==> src/dnsqeab_pkg.sv <==
// ----------------------------------------------------------------------------
// dnsqeab_pkg
// shared constants and the queue entry type of the dns answer builder
// ----------------------------------------------------------------------------
package dnsqeab_pkg;

  localparam int MaxQueryBytes = 512;
  localparam int CountWidth    = $clog2(MaxQueryBytes + 1);

  localparam int QueueDepth    = 4;
  localparam int QueuePtrWidth = $clog2(QueueDepth);
  localparam int QueueCntWidth = $clog2(QueueDepth + 1);

  localparam logic [15:0] QtypeA    = 16'h0001;
  localparam logic [15:0] QtypeAaaa = 16'h001C;

  localparam logic [15:0] ResetReplyFlags = 16'h8180;
  localparam logic [31:0] ResetAnswerTtl  = 32'd30;

  localparam logic CfgReplyFlags = 1'b0;
  localparam logic CfgAnswerTtl  = 1'b1;

  // answer record kinds
  localparam logic [2:0] RecNone   = 3'd0;
  localparam logic [2:0] RecLen0   = 3'd1;
  localparam logic [2:0] RecA      = 3'd2;
  localparam logic [2:0] RecMapped = 3'd3;
  localparam logic [2:0] RecV6     = 3'd4;

  typedef struct packed {
    logic [7:0]  data;
    logic        last;
    logic        error;
    logic [2:0]  kind;
    logic [15:0] qtype;
    logic [7:0]  class_hi;
    logic [63:0] addr_hi;
    logic [63:0] addr_lo;
  } entry_t;

endpackage

==> src/dns_query_echo_answer_builder_unit.sv <==
// ----------------------------------------------------------------------------
// dns_query_echo_answer_builder_unit
// turns a dns query byte stream into an answer holding the client address
// ----------------------------------------------------------------------------
// path: a reply byte passes through the queue and then the output register
// throughput: one query byte and one reply byte per cycle, while neither side
//   stalls; the answer record adds up to 28 reply bytes, emitted one a cycle
//   while out_stall is low, and input stalls once the four-entry queue
//   between parser and emitter is full
// reset: parse state and queue cleared, reply flags 0x8180, ttl 30
module dns_query_echo_answer_builder_unit (
  input  logic        clk,
  input  logic        rst,
  input  logic        cfg_write,
  input  logic        cfg_index,
  input  logic [31:0] cfg_data,
  input  logic        in_valid,
  output logic        in_stall,
  input  logic [7:0]  query_byte,
  input  logic        query_last,
  input  logic        client_is_v6,
  input  logic [63:0] client_addr_hi,
  input  logic [63:0] client_addr_lo,
  output logic        out_valid,
  input  logic        out_stall,
  output logic [7:0]  reply_byte,
  output logic        reply_last,
  output logic        reply_error
);

  logic [15:0]         reply_flags;
  logic [31:0]         answer_ttl;
  logic                push;
  dnsqeab_pkg::entry_t push_entry;
  logic                queue_full;
  logic                head_valid;
  dnsqeab_pkg::entry_t head_entry;
  logic                pop;

  always_ff @(posedge clk) begin
    if (rst) begin
      reply_flags <= dnsqeab_pkg::ResetReplyFlags;
      answer_ttl  <= dnsqeab_pkg::ResetAnswerTtl;
    end else if (cfg_write) begin
      case (cfg_index)
        dnsqeab_pkg::CfgReplyFlags: reply_flags <= cfg_data[15:0];
        dnsqeab_pkg::CfgAnswerTtl:  answer_ttl  <= cfg_data;
        default:                    answer_ttl  <= answer_ttl;
      endcase
    end
  end

  dnsqeab_front u_front (
    .clk            (clk),
    .rst            (rst),
    .in_valid       (in_valid),
    .in_stall       (in_stall),
    .query_byte     (query_byte),
    .query_last     (query_last),
    .client_is_v6   (client_is_v6),
    .client_addr_hi (client_addr_hi),
    .client_addr_lo (client_addr_lo),
    .reply_flags    (reply_flags),
    .queue_full     (queue_full),
    .push           (push),
    .push_entry     (push_entry)
  );

  dnsqeab_queue u_queue (
    .clk        (clk),
    .rst        (rst),
    .push       (push),
    .push_entry (push_entry),
    .full       (queue_full),
    .head_valid (head_valid),
    .head_entry (head_entry),
    .pop        (pop)
  );

  dnsqeab_back u_back (
    .clk         (clk),
    .rst         (rst),
    .head_valid  (head_valid),
    .head_entry  (head_entry),
    .pop         (pop),
    .answer_ttl  (answer_ttl),
    .out_valid   (out_valid),
    .out_stall   (out_stall),
    .reply_byte  (reply_byte),
    .reply_last  (reply_last),
    .reply_error (reply_error)
  );

endmodule

==> src/dnsqeab_queue.sv <==
// ----------------------------------------------------------------------------
// dnsqeab_queue
// small register queue between the parser and the reply emitter
// ----------------------------------------------------------------------------
module dnsqeab_queue (
  input  logic                  clk,
  input  logic                  rst,
  input  logic                  push,
  input  dnsqeab_pkg::entry_t   push_entry,
  output logic                  full,
  output logic                  head_valid,
  output dnsqeab_pkg::entry_t   head_entry,
  input  logic                  pop
);

  dnsqeab_pkg::entry_t slots [dnsqeab_pkg::QueueDepth];
  logic [dnsqeab_pkg::QueuePtrWidth-1:0] wr_ptr;
  logic [dnsqeab_pkg::QueuePtrWidth-1:0] rd_ptr;
  logic [dnsqeab_pkg::QueueCntWidth-1:0] count;

  assign full       = (count == dnsqeab_pkg::QueueCntWidth'(dnsqeab_pkg::QueueDepth));
  assign head_valid = (count != '0);
  assign head_entry = slots[rd_ptr];

  always_ff @(posedge clk) begin
    if (push) begin
      slots[wr_ptr] <= push_entry;
    end
  end

  always_ff @(posedge clk) begin
    if (rst) begin
      wr_ptr <= '0;
      rd_ptr <= '0;
      count  <= '0;
    end else begin
      if (push) begin
        wr_ptr <= wr_ptr + 1'b1;
      end
      if (pop) begin
        rd_ptr <= rd_ptr + 1'b1;
      end
      case ({push, pop})
        2'b10:   count <= count + 1'b1;
        2'b01:   count <= count - 1'b1;
        default: count <= count;
      endcase
    end
  end

endmodule

==> src/dnsqeab_front.sv <==
// ----------------------------------------------------------------------------
// dnsqeab_front
// query parser: walks header, labels, type and class and queues reply words
// ----------------------------------------------------------------------------
module dnsqeab_front (
  input  logic                  clk,
  input  logic                  rst,
  input  logic                  in_valid,
  output logic                  in_stall,
  input  logic [7:0]            query_byte,
  input  logic                  query_last,
  input  logic                  client_is_v6,
  input  logic [63:0]           client_addr_hi,
  input  logic [63:0]           client_addr_lo,
  input  logic [15:0]           reply_flags,
  input  logic                  queue_full,
  output logic                  push,
  output dnsqeab_pkg::entry_t   push_entry
);

  localparam logic [2:0] PhHeader  = 3'd0;
  localparam logic [2:0] PhLen     = 3'd1;
  localparam logic [2:0] PhBody    = 3'd2;
  localparam logic [2:0] PhTypeHi  = 3'd3;
  localparam logic [2:0] PhTypeLo  = 3'd4;
  localparam logic [2:0] PhClassHi = 3'd5;
  localparam logic [2:0] PhClassLo = 3'd6;
  localparam logic [2:0] PhDrop    = 3'd7;

  localparam logic [3:0] HdrFlagsHi = 4'd2;
  localparam logic [3:0] HdrFlagsLo = 4'd3;
  localparam logic [3:0] HdrAnCntHi = 4'd6;
  localparam logic [3:0] HdrAnCntLo = 4'd7;
  localparam logic [3:0] HdrLength  = 4'd12;

  logic [2:0]  phase, phase_next;
  logic [3:0]  hdr_pos, hdr_pos_next;
  logic [7:0]  label_left, label_left_next;
  logic [15:0] qtype, qtype_next;
  logic [7:0]  class_hi, class_hi_next;
  logic [dnsqeab_pkg::CountWidth-1:0] count, count_next;
  logic        accept;

  assign in_stall = queue_full;
  assign accept   = in_valid && !queue_full;

  always_comb begin
    phase_next      = phase;
    hdr_pos_next    = hdr_pos;
    label_left_next = label_left;
    qtype_next      = qtype;
    class_hi_next   = class_hi;
    count_next      = count;
    push            = 1'b0;
    push_entry.data     = query_byte;
    push_entry.last     = 1'b0;
    push_entry.error    = 1'b0;
    push_entry.kind     = dnsqeab_pkg::RecNone;
    push_entry.qtype    = qtype;
    push_entry.class_hi = class_hi;
    push_entry.addr_hi  = client_addr_hi;
    push_entry.addr_lo  = client_addr_lo;

    if (accept) begin
      if (phase == PhDrop) begin
        if (query_last) begin
          phase_next = PhHeader;
        end
      end else if ((count >= dnsqeab_pkg::CountWidth'(dnsqeab_pkg::MaxQueryBytes)) ||
                   (query_last && (phase != PhClassLo))) begin
        push             = 1'b1;
        push_entry.data  = 8'h00;
        push_entry.last  = 1'b1;
        push_entry.error = 1'b1;
        phase_next       = query_last ? PhHeader : PhDrop;
      end else begin
        push       = 1'b1;
        count_next = count + 1'b1;
        case (phase)
          PhHeader: begin
            case (hdr_pos)
              HdrFlagsHi: push_entry.data = reply_flags[15:8];
              HdrFlagsLo: push_entry.data = reply_flags[7:0];
              HdrAnCntHi: push_entry.data = 8'h00;
              HdrAnCntLo: push_entry.data = 8'h01;
              default:    push_entry.data = query_byte;
            endcase
            hdr_pos_next = hdr_pos + 1'b1;
            if (hdr_pos_next >= HdrLength) begin
              phase_next = PhLen;
            end
          end
          PhLen: begin
            if (query_byte == 8'h00) begin
              phase_next = PhTypeHi;
            end else begin
              label_left_next = query_byte;
              phase_next      = PhBody;
            end
          end
          PhBody: begin
            label_left_next = label_left - 1'b1;
            if (label_left_next == 8'h00) begin
              phase_next = PhLen;
            end
          end
          PhTypeHi: begin
            qtype_next = {query_byte, 8'h00};
            phase_next = PhTypeLo;
          end
          PhTypeLo: begin
            qtype_next = {qtype[15:8], query_byte};
            phase_next = PhClassHi;
          end
          PhClassHi: begin
            class_hi_next = query_byte;
            phase_next    = PhClassLo;
          end
          default: begin
            if (!client_is_v6) begin
              if (qtype == dnsqeab_pkg::QtypeA) begin
                push_entry.kind = dnsqeab_pkg::RecA;
              end else if (qtype == dnsqeab_pkg::QtypeAaaa) begin
                push_entry.kind = dnsqeab_pkg::RecMapped;
              end else begin
                push_entry.kind = dnsqeab_pkg::RecLen0;
              end
            end else if (qtype == dnsqeab_pkg::QtypeAaaa) begin
              push_entry.kind = dnsqeab_pkg::RecV6;
            end else begin
              push_entry.kind = dnsqeab_pkg::RecNone;
            end
            push_entry.last = (push_entry.kind == dnsqeab_pkg::RecNone);
            phase_next      = query_last ? PhHeader : PhDrop;
          end
        endcase
      end

      // packet end clears the parse state
      if (query_last && (phase_next == PhHeader)) begin
        hdr_pos_next    = '0;
        label_left_next = '0;
        qtype_next      = '0;
        class_hi_next   = '0;
        count_next      = '0;
      end
    end
  end

  always_ff @(posedge clk) begin
    if (rst) begin
      phase      <= PhHeader;
      hdr_pos    <= '0;
      label_left <= '0;
      qtype      <= '0;
      class_hi   <= '0;
      count      <= '0;
    end else begin
      phase      <= phase_next;
      hdr_pos    <= hdr_pos_next;
      label_left <= label_left_next;
      qtype      <= qtype_next;
      class_hi   <= class_hi_next;
      count      <= count_next;
    end
  end

endmodule

==> src/dnsqeab_back.sv <==
// ----------------------------------------------------------------------------
// dnsqeab_back
// reply emitter: drains the queue and expands the appended answer record
// ----------------------------------------------------------------------------
module dnsqeab_back (
  input  logic                  clk,
  input  logic                  rst,
  input  logic                  head_valid,
  input  dnsqeab_pkg::entry_t   head_entry,
  output logic                  pop,
  input  logic [31:0]           answer_ttl,
  output logic                  out_valid,
  input  logic                  out_stall,
  output logic [7:0]            reply_byte,
  output logic                  reply_last,
  output logic                  reply_error
);

  logic [4:0]   pos;
  logic [4:0]   rec_idx;
  logic [4:0]   rec_end;
  logic [3:0]   data_idx;
  logic [15:0]  dlen;
  logic [127:0] data_word;
  logic [127:0] data_shift;
  logic         advance;
  logic         done;
  logic [7:0]   byte_sel;

  assign advance  = !out_valid || !out_stall;
  assign rec_idx  = pos - 5'd1;
  assign data_idx = 4'(rec_idx - 5'd12);

  always_comb begin
    case (head_entry.kind)
      dnsqeab_pkg::RecA: begin
        dlen      = 16'd4;
        rec_end   = 5'd15;
        data_word = {head_entry.addr_lo[31:0], 96'h0};
      end
      dnsqeab_pkg::RecMapped: begin
        dlen      = 16'd16;
        rec_end   = 5'd27;
        data_word = {80'h0, 16'hFFFF, head_entry.addr_lo[31:0]};
      end
      dnsqeab_pkg::RecV6: begin
        dlen      = 16'd16;
        rec_end   = 5'd27;
        data_word = {head_entry.addr_hi, head_entry.addr_lo};
      end
      default: begin
        dlen      = 16'd0;
        rec_end   = 5'd11;
        data_word = '0;
      end
    endcase
  end

  assign data_shift = data_word << {data_idx, 3'b000};

  always_comb begin
    case (rec_idx)
      5'd0:    byte_sel = 8'hC0;
      5'd1:    byte_sel = 8'h0C;
      5'd2:    byte_sel = head_entry.qtype[15:8];
      5'd3:    byte_sel = head_entry.qtype[7:0];
      5'd4:    byte_sel = head_entry.class_hi;
      5'd5:    byte_sel = head_entry.data;
      5'd6:    byte_sel = answer_ttl[31:24];
      5'd7:    byte_sel = answer_ttl[23:16];
      5'd8:    byte_sel = answer_ttl[15:8];
      5'd9:    byte_sel = answer_ttl[7:0];
      5'd10:   byte_sel = dlen[15:8];
      5'd11:   byte_sel = dlen[7:0];
      default: byte_sel = data_shift[127:120];
    endcase
  end

  assign done = (pos == 5'd0) ? (head_entry.kind == dnsqeab_pkg::RecNone)
                              : (rec_idx == rec_end);
  assign pop  = advance && head_valid && done;

  always_ff @(posedge clk) begin
    if (advance) begin
      if (pos == 5'd0) begin
        reply_byte  <= head_entry.data;
        reply_last  <= head_entry.last;
        reply_error <= head_entry.error;
      end else begin
        reply_byte  <= byte_sel;
        reply_last  <= done;
        reply_error <= 1'b0;
      end
    end
  end

  always_ff @(posedge clk) begin
    if (rst) begin
      out_valid <= 1'b0;
      pos       <= '0;
    end else if (advance) begin
      out_valid <= head_valid;
      if (head_valid) begin
        pos <= done ? 5'd0 : pos + 5'd1;
      end
    end
  end

endmodule

==> config.mk <==
export PLATFORM = sky130hd
export DESIGN_NAME = dns_query_echo_answer_builder_unit
export DESIGN_NICKNAME = d
export VERILOG_FILES = /design/src/dnsqeab_pkg.sv /design/src/dns_query_echo_answer_builder_unit.sv /design/src/dnsqeab_queue.sv /design/src/dnsqeab_front.sv /design/src/dnsqeab_back.sv
export SDC_FILE = /design/constraint.sdc
export NUM_CORES = 1
export LEC_CHECK = 0
export BUFFER_PORTS_ARGS = -buffer_cell sky130_fd_sc_hd__buf_2
export CAP_MARGIN = 0
export CORE_ASPECT_RATIO = 0.8
export CORE_MARGIN = 5
export CORE_UTILIZATION = 55
export CTS_CLUSTER_DIAMETER = 40
export CTS_CLUSTER_SIZE = 12
export DETAILED_ROUTE_END_ITERATION = 10
export GPL_ROUTABILITY_DRIVEN = 0
export GPL_TIMING_DRIVEN = 0
export PLACE_DENSITY_LB_ADDON = 0.2
export SYNTH_ARGS = -nofsm -noshare
export SYNTH_HDL_FRONTEND = slang
export SYNTH_HIERARCHICAL = 1
export SYNTH_SLANG_ARGS = --single-unit
==> constraint.sdc <==
create_clock -name clk -period 5.3 [get_ports clk]
set_input_delay 0.795 -clock clk [delete_from_list [all_inputs] [get_ports clk]]
set_output_delay 0.795 -clock clk [all_outputs]
set_load 0.01 [all_outputs]
==> summary.txt, run 1 <==
Yosys
  • Gate count of the mapped netlist: 1914
  • Post-synth EDFFs: 670
  • Register area share after synthesis: 67.6%
  • Asr flop ratio synth: 0%
  • Syn_nets: 2108
  • Avg Inst Size Synth: 17.3 µm²
  • Synth warn: 6
  • Commonest register cell after synthesis: edfxtp_1
  • Synth Register Bits: 782
  • Synth Cell Area: 33100 µm²
  • Distinct cell type count after synthesis: 86

STA
  • Max-slew violations: 0
  • Period utilization: 91.8%
  • Worst Skew: 0.0152 ns
  • Hold WS: 0.353 ns
  • Worst slew pin tran: 0.875 ns
  • RSZ-0062 raised after global routing: false
  • Number of hold violations in the final report: 0
  • Final setup vio count: 0
  • Minimum clock period: 4.87 ns
  • Rel. slew slack: 41.6%
  • Max Fclk: 206 MHz

Die
  • Die Height: 229 µm
  • Num ports: 188
  • Die area: 65200 µm²
  • Core area: 59700 µm²
  • Std cell rows: 80
  • Initial Utilization: 55.5%
  • Die Wd: 284 µm

Critical path
  • Most frequent CP cell: xnor2_1
  • Reg-to-Reg End: u_queue/count[2]
  • Required time worst endpoint: 5.86 ns
  • Worst Setup Path Type: reg2reg
  • Crit path max fanout: 10
  • Critical path's slowest cell: xnor2_1
  • WP data arrival: 5.43 ns
  • Startpoint types: flip-flop
  • Worst R2R Path Depth: 17
  • Worst setup EP type: flip-flop
  • CP cell instances: buf_4 > buf_6 > buf_4 > buf_6 > inv_1 > ha_1 > clkbuf_1 > xnor2_1 > xnor2_1 > nor3_1 > a21oi_1 > nor2_1 > ha_1 > fa_1 > xnor2_1 > or3_1 > a21oi_1
  • R2R setup slack: 0.43 ns
  • R2r startpoint: u_back/pos[0]
  • Max incr delay on CP: 0.51 ns

Place
  • Post-Place Cell Area: 34700 µm²
  • Port Buf Inserts: 59
  • Number of placed cells counting well taps: 2764
  • DP HPWL: 51.1 mm

Clock network
  • Number of CTS-inserted buffers: 95
  • CTS tree: built
  • Clock sinks: 782
  • Root buf cell: clkbuf_16
  • Setup Buffers After CTS: 0
  • CTS clk-pin slew, worst paths: 0.06 ns
  • Cts repair resizes: 0
  • Htree depth: 3
  • Clock latency on the worst-skew pair: 0.64 ns
  • # hold bufs at CTS: 0
  • CTS Buffer Depth: 3

Detailed routing
  • Vias: 17979
  • Drt drc: 0
  • Vias/cell: 6.12
  • Total wire length: 75.8 mm
  • Drt first pass iters: 6
  • DRT iter0 DRCs: 1887
  • Avg WL per Cell: 25.8 µm
  • Routed Antenna Nets: 0

Finish
  • Multi-input gate area: 8890 µm²
  • Share of cells above drive strength 1: 30.6%
  • Final instance area: 37900 µm²
  • Layout Cells excl Fill: 2939
  • Layout area overhead: 14.6%
  • FF/Latch Area: 22400 µm²
  • # fillers: 4195
  • Final nets: 2275

Outcome
  • Status: complete, no violations

Power and ir drop
  • Maximum vdd drop: 313 µV
  • P per Cell Area: 460 nW/µm²
  • Leak: 12.7 nW

GRT
  • Number of global-route vias before repair: 18095
  • GRT overflow: 0
  • Largest net degree at the start of global routing: 54
  • Initial antenna violation count: 9
  • GR Util All Layers: 23.2%
  • Global-route wire length before repair: 114 mm

Worst hold path
  • Hold depth: 1
  • Hold Startpoint: client_addr_lo[18]
  • Type of the worst min-delay path: in2reg
  • Worst Hold End: u_queue/slots[2][18]

Flow run
  • Max-cap viol count: 0
[logic make-up after synthesis]
family,count (synthesis),share of synthesized area (%)
AOI/OAI and AO/OA,246,5.46
xor gates and xnor gates,31,0.820
buffers and inverters,255,5.61
DFF,782,67.6
and+or+nand+nor,351,5.70
muxes,231,14.1
adders and majority gates,18,0.703
[state kept, by name, summed over array words and instances (netlist names), 8 cells and up, named ones only]
signal and flops:
answer_ttl 32, u_back/reply_byte 8, u_front/count 10, u_front/label_left 8, u_queue/slots 660, u_front/class_hi 8, u_front/qtype 16, reply_flags 16
[metrics by stage]
step           setup slack, ns  TNS [ns]  util [%]  power (mW)
6_report                 0.434         0      63.6        17.4
3_3_place_gp            -0.852   -547.39      57.6        11.0
4_1_cts                  0.189         0      63.6        17.6
2_1_floorplan             1.36         0         -        9.88
5_1_grt                  0.215         0      63.6        18.1
3_5_place_dp            -0.208    -0.343      58.2        11.1
[report_power, final]
group | total (mW) | switching (mW) | internal, mW
Clock | 6.48 | 2.52 | 3.96
Combinational | 3.53 | 2.02 | 1.51
Sequential | 7.43 | 0.178 | 7.25
Total | 17.4 | 4.72 | 12.7
[layout by cell type (no fill, tap or decap), drive strengths merged, types with 9 or more instances in the layout]
| master | instances |
|---|---|
| nand3 | 46 |
| a21oi | 44 |
| inv | 34 |
| and3 | 13 |
| xor2 | 19 |
| clkbuf | 160 |
| ha | 17 |
| nor2 | 101 |
| nor3 | 18 |
| buf | 269 |
| mux4 | 189 |
| a211oi | 9 |
| nand2 | 50 |
| a22o | 18 |
| and2 | 10 |
| mux2i | 40 |
| nand4 | 9 |
| xnor2 | 12 |
| bufinv | 9 |
| a22oi | 37 |
| a21bo | 19 |
| clkinv | 22 |
| nor2b | 12 |
| nand2b | 39 |
| nor4 | 12 |
| edfxtp | 670 |
| dfxtp | 112 |
| a31oi | 11 |
| o21ai | 45 |
[final cells by class]
type	count	area share (%)
inverters	18	0.178
flip-flops and latches	782	59.0
clock buffers	122	6.87
clock inverters	52	1.61
well taps	779	2.57
repair buffers	71	1.65
plain buffers	236	4.71
diodes	2	0.0132
multi-input cells	877	23.4
[per-layer routing]
| layer | vias to the layer above | track usage [%] | part of all wire (%) |
|---|---|---|---|
| li1 | 7859 | - | - |
| met1 | 9195 | 32.9 | 41 |
| met2 | 774 | 36.2 | 47 |
| met3 | 137 | 6.50 | 8.9 |
| met4 | 14 | 5.66 | 2.1 |
| met5 | - | 0 | 0.14 |
[cells in the mapped netlist, types with 12 or more instances]
library cell	number	area, µm²
clkbuf_1	36	135
nor3_1	13	65.1
a22oi_1	37	278
nand2_1	48	180
xor2_1	19	166
nand3_1	46	230
mux2i_1	40	400
edfxtp_1	670	20100
buf_4	140	1050
xnor2_1	12	105
nor2b_1	12	75.1
nor2_1	101	379
and3_1	13	81.3
a22o_1	18	158
dfxtp_1	112	2240
buf_2	29	145
a21oi_1	33	165
inv_1	18	67.6
nand2b_1	39	244
mux4_2	189	4260
o21ai_0	33	165
ha_1	17	213
nor4_1	12	75.1
[worst max-delay path by stage]
| stage | from | to | depth (start not counted) |
|---|---|---|---|
| after floorplan | in_valid | u_queue/slots[1][0] | 4 |
| after global placement | in_valid | u_queue/slots[0][109] | 5 |
| after detailed placement | u_back/pos[0] | u_back/reply_byte[3] | 14 |
| after CTS | u_back/pos[0] | u_back/reply_byte[3] | 13 |
| after global routing | u_back/pos[0] | u_queue/count[2] | 17 |
| final | u_back/pos[0] | u_queue/count[2] | 17 |
[critical path, delay by kind of cell (launching register included)]
family | cells | cell delay [ns]
flops | 1 | 0.50
xor+xnor | 3 | 0.85
buf+inv | 6 | 1.52
compound gates | 2 | 0.41
simple gates | 3 | 0.54
fa+ha+maj | 3 | 0.94
No activity file was read; power rests on OpenSTA's default activity.
==> run 2: changes to the inputs <==
--- a/config.mk
+++ b/config.mk
@@ -7,15 +7,18 @@
 export LEC_CHECK = 0
 export BUFFER_PORTS_ARGS = -buffer_cell sky130_fd_sc_hd__buf_2
 export CAP_MARGIN = 0
+export CELL_PAD_IN_SITES_DETAIL_PLACEMENT = 0
+export CELL_PAD_IN_SITES_GLOBAL_PLACEMENT = 1
 export CORE_ASPECT_RATIO = 0.8
 export CORE_MARGIN = 5
-export CORE_UTILIZATION = 55
+export CORE_UTILIZATION = 47
 export CTS_CLUSTER_DIAMETER = 40
 export CTS_CLUSTER_SIZE = 12
 export DETAILED_ROUTE_END_ITERATION = 10
 export GPL_ROUTABILITY_DRIVEN = 0
 export GPL_TIMING_DRIVEN = 0
 export PLACE_DENSITY_LB_ADDON = 0.2
+export SKIP_CTS_REPAIR_TIMING = 1
 export SYNTH_ARGS = -nofsm -noshare
 export SYNTH_HDL_FRONTEND = slang
 export SYNTH_HIERARCHICAL = 1
==> run 2 against run 1 <==
Effect of this change:
- routed wire length increased by 5.9%
- largest power group unchanged
- maximum frequency fell by 1.6%
- largest cell class unchanged
- critical endpoint is now u_back/reply_byte[3]
- final cell count increased by 5.8%
- highest routed layer unchanged
==> summary.txt, run 2 (synthesized netlist as in run 1, its figures left out) <==
Finish
  • # fillers: 5511
  • Commonest non-fill, non-tap cell in the layout: edfxtp_1
  • Final nets: 2283
  • Share of cells above drive strength 1: 31.2%
  • Most frequent cells in the layout: edfxtp_1, mux4_2, buf_4
  • Layout area overhead: 15.9%
  • FF/Latch Area: 22400 µm²
  • Top Registers: u_queue/slots (660), answer_ttl (32)
  • Layout Cells excl Fill: 3110
  • Multi-input gate area: 8890 µm²
  • Top reg by flops: u_queue/slots
  • Max reg flops: 660

Critical path
  • Worst setup EP type: flip-flop
  • CP cell instances: buf_4 > buf_6 > buf_4 > buf_6 > inv_1 > ha_1 > buf_2 > clkbuf_1 > mux4_2 > a22oi_1 > nor2_1 > nor4b_1 > nor3_1
  • Worst R2R Path Depth: 13
  • Max incr delay on CP: 0.75 ns
  • WP data arrival: 5.30 ns
  • Startpoint types: flip-flop
  • Required time worst endpoint: 5.66 ns
  • Critical path's slowest cell: clkbuf_1
  • Crit path max fanout: 10
  • Worst Setup Path Type: reg2reg
  • R2R setup slack: 0.36 ns

Flow run
  • Max-cap viol count: 0

Detailed routing
  • Vias: 17883
  • DRT iter0 DRCs: 1727
  • Total wire length: 80.2 mm
  • Drt drc: 0
  • Vias/cell: 5.75
  • Routed Antenna Nets: 0
  • Drt first pass iters: 8
  • Avg WL per Cell: 25.8 µm

Power and ir drop
  • P per Cell Area: 464 nW/µm²
  • Leak: 12.8 nW
  • Maximum vdd drop: 243 µV

STA
  • Worst Skew: 0.0204 ns
  • Final setup vio count: 0
  • Rel. slew slack: 30.7%
  • Period utilization: 93.3%
  • Max Fclk: 202 MHz
  • Setup TNS: 0 ns
  • Number of hold violations in the final report: 0
  • Hold WS: 0.335 ns
  • RSZ-0062 raised after global routing: false
  • Setup WS post-layout: 0.357 ns
  • Max-slew violations: 0
  • Worst slew pin tran: 1.04 ns
  • Minimum clock period: 4.94 ns

Die
  • Core area: 70100 µm²
  • Die Height: 247 µm
  • Die Wd: 307 µm
  • Initial Utilization: 47.2%
  • Num ports: 188
  • Std cell rows: 87
  • Die area: 75900 µm²

Clock network
  • Clock sinks: 782
  • Htree depth: 3
  • CTS tree: built
  • CTS clk-pin slew, worst paths: 0.06 ns
  • CTS Buffer Depth: 3
  • Root buf cell: clkbuf_16
  • Number of CTS-inserted buffers: 103
  • Clock latency on the worst-skew pair: 0.66 ns

GRT
  • Largest net degree at the start of global routing: 55
  • Number of global-route vias before repair: 18198
  • GR Util All Layers: 21.1%
  • Initial antenna violation count: 9
  • GRT overflow: 0
  • Global-route wire length before repair: 119 mm

Outcome
  • Status: complete, no violations

Place
  • DP HPWL: 53.5 mm
  • Place WS: -0.286 ns
  • Port Buf Inserts: 59
  • Number of placed cells counting well taps: 2919

Worst hold path
  • Hold depth: 1
  • Type of the worst min-delay path: in2reg
==> run 2: through the flow <==
step | utilization, % | cell area, µm² | power (mW)
6_report | 54.7 | 38300 | 17.8
5_1_grt | 54.7 | 38300 | 18.6
4_1_cts | 54.7 | 38300 | 18.0
3_5_place_dp | 49.8 | 34900 | 11.2
3_3_place_gp | 49.3 | 34600 | 11.1
2_1_floorplan | - | 33100 | 9.88
==> run 2: path summary, 6_finish.rpt <==
path / startpoint / end
worst max register to register: u_back/pos[0] / u_back/reply_byte[3]
worst min-delay path: client_addr_lo[14] / u_queue/slots[2][14]
worst max-delay path: u_back/pos[0] / u_back/reply_byte[3]
worst min register to register: answer_ttl[2] / answer_ttl[2]
==> run 2: layer usage <==
metal | part of all wire [%] | up-vias | track usage, %
met5 | 0.056 | - | 0
met4 | 2.0 | 8 | 4.75
met3 | 7.4 | 116 | 5.16
met2 | 47 | 616 | 32.7
met1 | 44 | 9268 | 30.8
li1 | - | 7875 | -
==> run 2: cell type report <==
cell class	instances	share of cell area, %
buffer	236	4.66
multi-input combinational	877	23.2
timing repair buffer	71	1.63
clock inverter	69	1.95
tap	934	3.05
inverter	18	0.176
sequential	782	58.3
antenna	2	0.0131
clock buffer	121	7.01
==> run 2: worst max-delay path, delay by kind of cell (launching register included) <==
family / cells / cell delay (ns)
buffers and inverters: 7 / 2.34
and+or+nand+nor: 3 / 0.80
DFF: 1 / 0.48
muxes: 1 / 0.48
adders and majority gates: 1 / 0.28
AOI/OAI and AO/OA: 1 / 0.20
==> run 2: where the power goes <==
group / leakage [nW] / switching (mW) / internal, mW
logic: 4.08 / 2.10 / 1.51
clock network: 1.67 / 2.74 / 4.06
registers: 7.04 / 0.156 / 7.25
total: 12.8 / 4.99 / 12.8
==> run 3: changes to the inputs <==
--- a/config.mk
+++ b/config.mk
@@ -5,16 +5,16 @@
 export SDC_FILE = /design/constraint.sdc
 export NUM_CORES = 1
 export LEC_CHECK = 0
-export BUFFER_PORTS_ARGS = -buffer_cell sky130_fd_sc_hd__buf_2
 export CAP_MARGIN = 0
 export CELL_PAD_IN_SITES_DETAIL_PLACEMENT = 0
 export CELL_PAD_IN_SITES_GLOBAL_PLACEMENT = 1
 export CORE_ASPECT_RATIO = 0.8
-export CORE_MARGIN = 5
-export CORE_UTILIZATION = 47
+export CORE_MARGIN = 2
+export CORE_UTILIZATION = 49
 export CTS_CLUSTER_DIAMETER = 40
 export CTS_CLUSTER_SIZE = 12
 export DETAILED_ROUTE_END_ITERATION = 10
+export DONT_BUFFER_PORTS = 1
 export GPL_ROUTABILITY_DRIVEN = 0
 export GPL_TIMING_DRIVEN = 0
 export PLACE_DENSITY_LB_ADDON = 0.2
==> run 3 against run 2 <==
Effect of this change:
- largest cell class unchanged
- clock-buffer cell count fell by 7
- sequential power rose by 0.7%
- combinational power fell by 2%
- flip-flop and latch count unchanged
==> summary.txt, run 3 (synthesized netlist as in run 1, its figures left out) <==
Critical path
  • Crit path max fanout: 10
  • Worst R2R Path Depth: 13
  • Buf+Inv Stages, Crit Path: 7
  • Worst Setup Path Type: reg2reg
  • Crit path max-delay family: buffers and inverters
  • R2R setup slack: 0.22 ns
  • Required time worst endpoint: 5.65 ns
  • Critical path's slowest cell: clkbuf_1
  • Startpoint types: flip-flop
  • Reg-to-Reg End: u_back/reply_byte[3]
  • Max incr delay on CP: 0.80 ns
  • WP data arrival: 5.42 ns
  • R2r startpoint: u_back/pos[0]
  • CP cell instances: buf_4 > buf_6 > buf_4 > buf_6 > inv_1 > ha_1 > buf_2 > clkbuf_1 > mux4_2 > a22oi_1 > nor2_1 > nor4b_1 > nor3_1
  • Worst setup EP type: flip-flop

STA
  • Minimum clock period: 5.08 ns
  • Period utilization: 95.8%
  • Max-slew violations: 0
  • Setup WS post-layout: 0.224 ns
  • Worst Skew: 0.0277 ns
  • Number of hold violations in the final report: 0
  • RSZ-0062 raised after global routing: false
  • Hold WS: 0.245 ns
  • Rel. slew slack: 28.8%
  • Worst slew pin tran: 1.06 ns
  • Max Fclk: 197 MHz
  • Final setup vio count: 0

Power and ir drop
  • Maximum vdd drop: 262 µV
  • Leak: 12.5 nW
  • P per Cell Area: 470 nW/µm²

Clock network
  • Root buf cell: clkbuf_16
  • Number of CTS-inserted buffers: 99
  • CTS clk-pin slew, worst paths: 0.05 ns
  • CTS Buffer Depth: 3
  • Htree depth: 3
  • CTS tree: built
  • Clock sinks: 782
  • Clock latency on the worst-skew pair: 0.65 ns

GRT
  • Grt peak-use layer: met2
  • Global-route wire length before repair: 116 mm
  • Global-route track usage on met3: 5.57%
  • Initial antenna violation count: 4
  • Number of global-route vias before repair: 17461
  • Met1 usage: 33.7%
  • GRT overflow: 0
  • Largest net degree at the start of global routing: 56
  • GR Util All Layers: 22.8%
  • GR Util met2: 34.2%

Die
  • Initial Utilization: 49.3%
  • Die Height: 236 µm
  • Die Wd: 295 µm
  • Std cell rows: 85
  • Die area: 69600 µm²
  • Num ports: 188
  • Core area: 67100 µm²

Detailed routing
  • Routed Antenna Nets: 0
  • Drt drc: 0
  • DRT iter0 DRCs: 1745
  • Drt first pass iters: 6
  • Total wire length: 78.9 mm
  • Vias: 17622
  • Avg WL per Cell: 26.2 µm
  • Vias/cell: 5.85

Worst hold path
  • Hold depth: 1
  • Type of the worst min-delay path: in2reg
  • Hold Startpoint: rst
  • Worst Hold End: u_back/out_valid

Finish
  • Layout Cells excl Fill: 3010
  • Final instance area: 38000 µm²
  • Top reg by flops: u_queue/slots
  • Most frequent cells in the layout: edfxtp_1, mux4_2, buf_4
  • # fillers: 5108
  • Share of cells above drive strength 1: 28.9%
  • Top Registers: u_queue/slots (660), answer_ttl (32)
  • Final nets: 2220
  • Max reg flops: 660
  • Commonest non-fill, non-tap cell in the layout: edfxtp_1
  • Layout area overhead: 14.7%

Place
  • Port Buf Inserts: 0
  • DP HPWL: 52.6 mm
  • Post-Place Cell Area: 34600 µm²
  • Place WS: -0.270 ns
  • Number of placed cells counting well taps: 2839

Outcome
  • Status: complete, no violations

Flow run
  • Max-cap viol count: 0
-- run 3: power breakdown --
group	switching [mW]	total, mW	internal [mW]
Combinational	2.05	3.53	1.47
Clock	2.56	6.85	4.29
Sequential	0.202	7.45	7.25
Total	4.82	17.8	13.0
-- run 3: cell type report --
cell class / instances / area (µm²) / share of cell area [%]
sequential: 782 / 22400 / 58.9
buffer: 236 / 1790 / 4.71
clock buffer: 114 / 2630 / 6.92
clock inverter: 57 / 753 / 1.98
tap: 913 / 1140 / 3.01
multi-input combinational: 877 / 8890 / 23.4
timing repair buffer: 12 / 330 / 0.870
inverter: 18 / 67.6 / 0.178
antenna: 1 / 2.50 / 0.00659
-- run 3: worst max path at each step --
| stage | slack (ns) | cells after the start | end | startpoint |
|---|---|---|---|---|
| floorplan | 1.36 | 4 | u_queue/slots[1][0] | in_valid |
| global placement | -0.79 | 4 | u_queue/slots[0][109] | in_valid |
| detailed placement | -0.27 | 14 | u_back/reply_byte[3] | u_back/pos[0] |
| CTS | -0.36 | 14 | u_back/reply_byte[3] | u_back/pos[0] |
| global route | 0.05 | 17 | u_queue/count[2] | u_back/pos[0] |
| finish | 0.22 | 13 | u_back/reply_byte[3] | u_back/pos[0] |
-- run 3: per-layer routing --
layer	wire (µm)	vias up
met5	47	-
met4	1730	8
met1	35300	9150
li1	-	7742
met3	5660	135
met2	36200	587
-- run 3: metrics by stage --
stage / TNS, ns / utilization, % / power (mW)
5_1_grt: 0 / 56.6 / 18.5
6_report: 0 / 56.6 / 17.8
3_5_place_dp: -0.488 / 51.5 / 11.1
2_1_floorplan: 0 / - / 9.88
3_3_place_gp: -499.48 / 51.0 / 11.0
4_1_cts: -0.628 / 56.6 / 18.0
